--- src/hdl/z80af_pkg.sv ---
// z80af_pkg: operation codes and the ALU result bundle for the Z80 ALU core.
// No dependencies; imported by z80af_alu and z80_alu_flags_core.
package z80af_pkg;

   typedef enum logic [3:0] {
      ACT_ADD  = 4'd0,
      ACT_ADC  = 4'd1,
      ACT_SUB  = 4'd2,
      ACT_SBC  = 4'd3,
      ACT_CP   = 4'd4,
      ACT_AND  = 4'd5,
      ACT_OR   = 4'd6,
      ACT_XOR  = 4'd7,
      ACT_INC  = 4'd8,
      ACT_DEC  = 4'd9,
      ACT_RLCA = 4'd10,
      ACT_RRCA = 4'd11,
      ACT_RLA  = 4'd12,
      ACT_RRA  = 4'd13,
      ACT_DAA  = 4'd14
   } action_type;

   // flag byte bit positions
   localparam int unsigned FLAG_C  = 0;
   localparam int unsigned FLAG_N  = 1;
   localparam int unsigned FLAG_PV = 2;
   localparam int unsigned FLAG_H  = 4;
   localparam int unsigned FLAG_Z  = 6;
   localparam int unsigned FLAG_S  = 7;

   typedef struct packed {
      logic [7:0] result;
      logic [7:0] flags;
      logic       write;
   } alu_result_type;

endpackage

--- src/hdl/z80af_alu.sv ---
// z80af_alu: combinational 8-bit Z80 ALU with flag generation.
// Depends on z80af_pkg (action codes, flag positions, result bundle).
module z80af_alu
   import z80af_pkg::*;
(
   input  action_type     action,
   input  logic [7:0]     acc,
   input  logic [7:0]     operand,
   input  logic [7:0]     flags_in,
   output alu_result_type alu_out
);

   // S Z H PV N C assembled around the undocumented bits 5 and 3 of flags_in
   function automatic logic [7:0] pack_flags(input logic [7:0] r, input logic h,
                                             input logic pv, input logic n,
                                             input logic c, input logic [7:0] f);
      return {r[7], (r == 8'h00), f[5], h, f[3], pv, n, c};
   endfunction

   logic       cin;
   logic       add_c;
   logic       sub_c;
   logic [8:0] add_sum;
   logic [4:0] add_nib;
   logic [8:0] sub_diff;
   logic [4:0] sub_nib;
   logic [7:0] logic_r;
   logic [7:0] inc_r;
   logic [7:0] dec_r;
   logic [7:0] daa_t;
   logic       daa_c;
   logic [7:0] daa_r;
   logic [4:0] daa_nib;

   assign cin   = flags_in[FLAG_C];
   assign add_c = (action == ACT_ADC) & cin;
   assign sub_c = (action == ACT_SBC) & cin;

   assign add_sum  = {1'b0, acc} + {1'b0, operand} + {8'd0, add_c};
   assign add_nib  = {1'b0, acc[3:0]} + {1'b0, operand[3:0]} + {4'd0, add_c};
   assign sub_diff = {1'b0, acc} - {1'b0, operand} - {8'd0, sub_c};
   assign sub_nib  = {1'b0, acc[3:0]} - {1'b0, operand[3:0]} - {4'd0, sub_c};

   assign inc_r = operand + 8'd1;
   assign dec_r = operand - 8'd1;

   // addition-only decimal adjust
   assign daa_t[3:0] = ((acc[3:0] > 4'd9) || flags_in[FLAG_H]) ? 4'h6 : 4'h0;
   assign daa_c      = (acc > 8'h99) || cin;
   assign daa_t[7:4] = daa_c ? 4'h6 : 4'h0;
   assign daa_r      = acc + daa_t;
   assign daa_nib    = {1'b0, acc[3:0]} + {1'b0, daa_t[3:0]};

   always_comb begin
      unique case (action)
         ACT_AND: logic_r = acc & operand;
         ACT_OR:  logic_r = acc | operand;
         default: logic_r = acc ^ operand;
      endcase
   end

   always_comb begin
      alu_out.result = acc;
      alu_out.flags  = flags_in;
      alu_out.write  = 1'b1;
      unique case (action)
         ACT_ADD, ACT_ADC: begin
            alu_out.result = add_sum[7:0];
            alu_out.flags  = pack_flags(add_sum[7:0], add_nib[4],
                                 (acc[7] ^ add_sum[7]) & (operand[7] ^ add_sum[7]),
                                 1'b0, add_sum[8], flags_in);
         end
         ACT_SUB, ACT_SBC, ACT_CP: begin
            if (action != ACT_CP) begin
               alu_out.result = sub_diff[7:0];
            end else begin
               alu_out.write = 1'b0;
            end
            alu_out.flags = pack_flags(sub_diff[7:0], sub_nib[4],
                                 (acc[7] ^ operand[7]) & (acc[7] ^ sub_diff[7]),
                                 1'b1, sub_diff[8], flags_in);
         end
         ACT_AND, ACT_OR, ACT_XOR: begin
            alu_out.result = logic_r;
            alu_out.flags  = pack_flags(logic_r, action == ACT_AND, ~^logic_r,
                                        1'b0, 1'b0, flags_in);
         end
         ACT_INC: begin
            alu_out.result = inc_r;
            alu_out.flags  = pack_flags(inc_r, operand[3:0] == 4'hF,
                                        operand == 8'h7F, 1'b0, cin, flags_in);
         end
         ACT_DEC: begin
            alu_out.result = dec_r;
            alu_out.flags  = pack_flags(dec_r, operand[3:0] == 4'h0,
                                        operand == 8'h80, 1'b1, cin, flags_in);
         end
         ACT_RLCA: begin
            alu_out.result = {acc[6:0], acc[7]};
            alu_out.flags  = {flags_in[7:5], 1'b0, flags_in[3:2], 1'b0, acc[7]};
         end
         ACT_RRCA: begin
            alu_out.result = {acc[0], acc[7:1]};
            alu_out.flags  = {flags_in[7:5], 1'b0, flags_in[3:2], 1'b0, acc[0]};
         end
         ACT_RLA: begin
            alu_out.result = {acc[6:0], cin};
            alu_out.flags  = {flags_in[7:5], 1'b0, flags_in[3:2], 1'b0, acc[7]};
         end
         ACT_RRA: begin
            alu_out.result = {cin, acc[7:1]};
            alu_out.flags  = {flags_in[7:5], 1'b0, flags_in[3:2], 1'b0, acc[0]};
         end
         ACT_DAA: begin
            alu_out.result = daa_r;
            alu_out.flags  = pack_flags(daa_r, daa_nib[4], ~^daa_r,
                                        flags_in[FLAG_N], daa_c, flags_in);
         end
         default: begin
            // unused code: pass acc and flags, no writeback
            alu_out.result = acc;
            alu_out.flags  = flags_in;
            alu_out.write  = 1'b0;
         end
      endcase
   end

endmodule

--- src/hdl/z80_alu_flags_core.sv ---
// z80_alu_flags_core: registered Z80 8-bit ALU with flag generation.
// Depends on z80af_pkg and z80af_alu.
//
// One word in, one word out. A request word carries an operation code, the
// accumulator, an operand (the target register for INC/DEC) and the current
// flag byte; the response word carries the result byte, the new flag byte
// (bits 5 and 3 copied from the input) and a writeback enable that is low for
// CP and for the unused code 15. An accepted request is loaded into the input
// register, the ALU and flag network work on it, and the result is loaded
// into the output register as soon as that register is free to take it.
// Throughput is one word per clock; both registers advance together
// so a new request is taken every cycle while the response side keeps up.
// When rsp_stall holds a finished word, the output register keeps it and the
// input register can still fill once more; req_stall rises only when both
// registers are full and the response side is stalled. No configuration, no
// state beyond the two pipeline registers.
module z80_alu_flags_core
   import z80af_pkg::*;
(
   input  logic       clock,
   input  logic       reset,

   input  logic       req_valid,
   output logic       req_stall,
   input  logic [3:0] req_action,
   input  logic [7:0] req_acc,
   input  logic [7:0] req_operand,
   input  logic [7:0] req_flags_in,

   output logic       rsp_valid,
   input  logic       rsp_stall,
   output logic [7:0] rsp_result,
   output logic [7:0] rsp_flags_out,
   output logic       rsp_write_result
);

   // input register
   logic           in_valid_ff, in_valid_in;
   action_type     in_action_ff;
   logic [7:0]     in_acc_ff;
   logic [7:0]     in_operand_ff;
   logic [7:0]     in_flags_ff;

   // output register
   logic           out_valid_ff, out_valid_in;
   alu_result_type out_ff;

   alu_result_type alu_res;
   logic           req_take;
   logic           out_free;
   logic           out_load;

   // output slot is free when empty or its word leaves this cycle
   assign out_free  = !out_valid_ff || !rsp_stall;
   assign out_load  = in_valid_ff && out_free;
   assign req_stall = in_valid_ff && !out_free;
   assign req_take  = req_valid && !req_stall;

   assign in_valid_in  = req_take || (in_valid_ff && !out_free);
   assign out_valid_in = out_load || (out_valid_ff && rsp_stall);

   always_ff @(posedge clock) begin
      if (reset) begin
         in_valid_ff  <= 1'b0;
         out_valid_ff <= 1'b0;
      end else begin
         in_valid_ff  <= in_valid_in;
         out_valid_ff <= out_valid_in;
      end
   end

   always_ff @(posedge clock) begin
      if (req_take) begin
         in_action_ff  <= action_type'(req_action);
         in_acc_ff     <= req_acc;
         in_operand_ff <= req_operand;
         in_flags_ff   <= req_flags_in;
      end
      if (out_load) begin
         out_ff <= alu_res;
      end
   end

   z80af_alu u_alu (
      .action   (in_action_ff),
      .acc      (in_acc_ff),
      .operand  (in_operand_ff),
      .flags_in (in_flags_ff),
      .alu_out  (alu_res)
   );

   assign rsp_valid        = out_valid_ff;
   assign rsp_result       = out_ff.result;
   assign rsp_flags_out    = out_ff.flags;
   assign rsp_write_result = out_ff.write;

`ifndef SYNTHESIS
   // a word in the input register moves to the output when the slot is free
   a_advance: assert property (@(posedge clock) disable iff (reset)
      in_valid_ff && out_free |=> out_valid_ff)
      else $error("input word not moved to output register");

   // a stalled response word is never dropped
   a_hold: assert property (@(posedge clock) disable iff (reset)
      out_valid_ff && rsp_stall |=> out_valid_ff)
      else $error("stalled response word lost");

   // back-pressure only when both registers are occupied and output is held
   a_stall_cause: assert property (@(posedge clock) disable iff (reset)
      req_stall |-> (in_valid_ff && out_valid_ff && rsp_stall))
      else $error("request stalled without a full pipeline");

   // rotates keep S, Z and PV
   a_rot_keep: assert property (@(posedge clock) disable iff (reset)
      in_valid_ff && (in_action_ff == ACT_RLCA || in_action_ff == ACT_RRCA ||
                      in_action_ff == ACT_RLA || in_action_ff == ACT_RRA)
      |-> (alu_res.flags[FLAG_S] == in_flags_ff[FLAG_S] &&
           alu_res.flags[FLAG_Z] == in_flags_ff[FLAG_Z] &&
           alu_res.flags[FLAG_PV] == in_flags_ff[FLAG_PV]))
      else $error("rotate changed S, Z or PV");
`endif

endmodule
--- config.mk ---
export PLATFORM = sky130hd
export DESIGN_NAME = z80_alu_flags_core
export DESIGN_NICKNAME = d
export VERILOG_FILES = /design/src/hdl/z80af_pkg.sv /design/src/hdl/z80af_alu.sv /design/src/hdl/z80_alu_flags_core.sv
export SDC_FILE = /design/constraint.sdc
export NUM_CORES = 1
export LEC_CHECK = 0
export BUFFER_PORTS_ARGS = -buffer_cell sky130_fd_sc_hd__buf_4
export CAP_MARGIN = 10
export CORE_MARGIN = 1.5
export CORE_UTILIZATION = 35
export CTS_CLUSTER_SIZE = 16
export DETAILED_ROUTE_END_ITERATION = 16
export HOLD_SLACK_MARGIN = 0.02
export PLACE_DENSITY = 0.56
export SYNTH_ARGS = -nofsm -noshare
export SYNTH_HDL_FRONTEND = slang
export SYNTH_SLANG_ARGS = --single-unit
--- constraint.sdc ---
create_clock -name clock -period 4.6 [get_ports clock]
set_clock_uncertainty 0.2 [all_clocks]
set_input_delay 0.46 -clock clock [delete_from_list [all_inputs] [get_ports clock]]
set_output_delay 0.46 -clock clock [all_outputs]
set_load 0.01 [all_outputs]
==> qor.yml <==
post_cts_buffers: 0
yosysSeqAreaShare: 0.304
cts.sinks: 47
postRouteAntennaNets: 0
yosys_warnings: 0
dpl.hpwl_mm: 11.0
path_class: "flop to flop"
overflow: 0
final.setup.tns_ns: 0
ys_ff_latch: 47
rsz0062_at_grt: "false"
antenna_found_initial: 0
n_antenna_cell: 0
timing.hold.ws_ns: 0.114
finalSetupViolations: 0
arrival_ns: 3.97
grt_max_degree: 50
synthFlopType: "edfxtp_1"
multi_input_area_sq_um: 2910
path_clk_slew_ns: 0.07
synthArstFlopShare: 0
yosys.area.top_type: "edfxtp_1"
synthesis.area_sq_um: 4580
start_kind: "flop"
cts_made_buffers: 5
cts_resized: 0
cts_buffer_depth: 2
fp.dieH_microns: 117
synthTopCellsByArea: "edfxtp_1 30%, ha_1 13%, xnor2_1 4.4%"
fmax_mhz: 243
maxCapViolations: 0
grt_pass1_vias: 3841
start_util: 0.362
hp-class: "input pin to flop"
gp_congestion: 0.964
fin_nets: 616
grt_util_all_layers: 0.210
leakage_nw: 2.09
fin_cells: 704
postCtsHoldBufs: 0
drive_above_1_share: 0.167
status: "completed"
pin_count: 51
syn_inst: 486
vias: 4138
finalCritPeriodShare: 0.893
wl_per_cell_microns: 20.6
cts_max_level: 2
dieWidth_microns: 117
numPortBuffers: 50
grt_pass1_wl_mm: 22.5
routed_wl_mm: 14.5
ir_worst_vdd_uv: 167
synth-edff-count: 45
dp.cells: 696
fillerInstances: 1252
rows: 41
cts_tree: "yes"
final_max_slew_viol_count: 0
hold_violations: 0
area_delta_synth_final_pct: 15.1
clkLatencyLatePin_ns: 0.31
tightest_slew_ns: 1.14
max_slew_margin: 0.236
viasPerCell: 5.88
cts-root-buf: "clkbuf_16"
core-area_sq_um: 12700
layout_common_cells: "63 x buf_4, 48 x ha_1, 45 x edfxtp_1"
worst-path-max-fanout: 11
pwr_density_cell_nw_per_um2: 277
required_ns: 4.46
fin_crit_ns: 4.11
synth_top_cell_area_share: 0.295
synth.net_count: 571
syn_avg_cell_area_sq_um: 9.43
end_kind: "flop"
first_iter_violations: 292
layout.cells.most_common: "buf_4"
die-area_sq_um: 13800
drcViolationCount: 0
ff_latch_area_sq_um: 1390
yosysUniqueCellTypes: 81
firstDrtPassIters: 6
-- metal layers --
metal | up-vias | global-route usage | routed length, microns
met3 | 29 | 0.0540 | 1360
met2 | 227 | 0.311 | 6420
met1 | 1953 | 0.294 | 6290
met4 | 0 | 0.0795 | 411
met5 | - | 0 | 0
li1 | 1929 | - | -
-- sequential cells by signal, indices dropped and copies added, names as in the netlist --
signal and flops:
in_acc_ff 8, in_flags_ff 8, in_operand_ff 8, rsp_flags_out 8
rsp_result 8, in_action_ff 4, in_valid_ff 1, rsp_valid 1
rsp_write_result 1
-- power by group --
| group | total, mW | internal [mW] | switching, mW | leakage [nW] |
|---|---|---|---|---|
| clock network | 0.402 | 0.218 | 0.184 | 0.0772 |
| registers | 0.531 | 0.505 | 0.0266 | 0.449 |
| logic | 0.524 | 0.218 | 0.306 | 1.56 |
| total | 1.46 | 0.941 | 0.516 | 2.09 |
-- area by class of cell --
type	count	share of cell area
clock buffer	6	0.0264
multi-input combinational	381	0.553
tap	172	0.0408
timing repair buffer	63	0.0897
sequential	47	0.264
clock inverter	2	0.00261
inverter	33	0.0235
-- Yosys cell counts (2+ instances only) --
library cell / n
xor2_1: 12
o221a_1: 2
and3_1: 7
nor2_1: 41
o211ai_1: 5
a211oi_1: 5
o21bai_1: 2
a22oi_1: 6
or3_1: 6
nor2b_1: 5
o221ai_1: 4
a311oi_1: 5
o311a_1: 5
nand2b_1: 8
o21a_1: 8
buf_2: 9
mux2i_1: 11
nor4b_1: 2
o22ai_1: 16
o21ai_1: 5
nand4_1: 9
edfxtp_1: 45
nor4_1: 5
o31ai_1: 3
o21ai_0: 16
o22a_1: 4
or2_1: 2
dfxtp_1: 2
inv_1: 32
xnor2_1: 23
a2111oi_0: 2
buf_6: 5
nor3_1: 9
nand3_1: 12
nand2_1: 23
ha_1: 48
a21o_1: 3
clkbuf_1: 7
fa_1: 5
a221oi_1: 4
a31oi_1: 7
a21oi_1: 17
-- worst paths after layout --
kind                                      from                to  slack (ns)  cells past startpoint
worst min-delay path                     reset         rsp_valid        0.11                      2
worst max register to register    in_acc_ff[1]  rsp_flags_out[2]        0.49                     13
worst min register to register  in_flags_ff[3]  rsp_flags_out[3]        0.23                      0
worst max-delay path              in_acc_ff[1]  rsp_flags_out[2]        0.49                     13
-- cells by family after synthesis --
logic type,synth area share
AOI/OAI and AO/OA,0.219
xor gates and xnor gates,0.0669
adders and majority gates,0.155
buffers and inverters,0.0615
DFF,0.304
muxes,0.0240
and+or+nand+nor,0.170
-- per-stage QoR --
stage                      util  setup slack (ns)  instance area (sq um)  power, mW
after floorplan               -              1.00                   4580      0.894
after global routing      0.416             0.328                   5270       1.52
after CTS                 0.416             0.555                   5270       1.45
after global placement    0.404             0.775                   5120       1.05
after detailed placement  0.404             0.585                   5120       1.05
final                     0.416             0.491                   5270       1.46
-- worst max-delay path, cell delays in order, from the launching register on --
cell and delay (ns):
edfxtp_1 0.61, o21ai_0 0.34, nand2b_1 0.18, ha_1 0.25, fa_1 0.43, a41o_1 0.22
a21oi_1 0.17, xnor2_1 0.20, ha_1 0.31, xor2_1 0.16, xnor2_1 0.13, a222oi_1 0.31
o2111ai_1 0.18, o22a_1 0.18
Note: power is estimated with default switching activity, not from simulation.
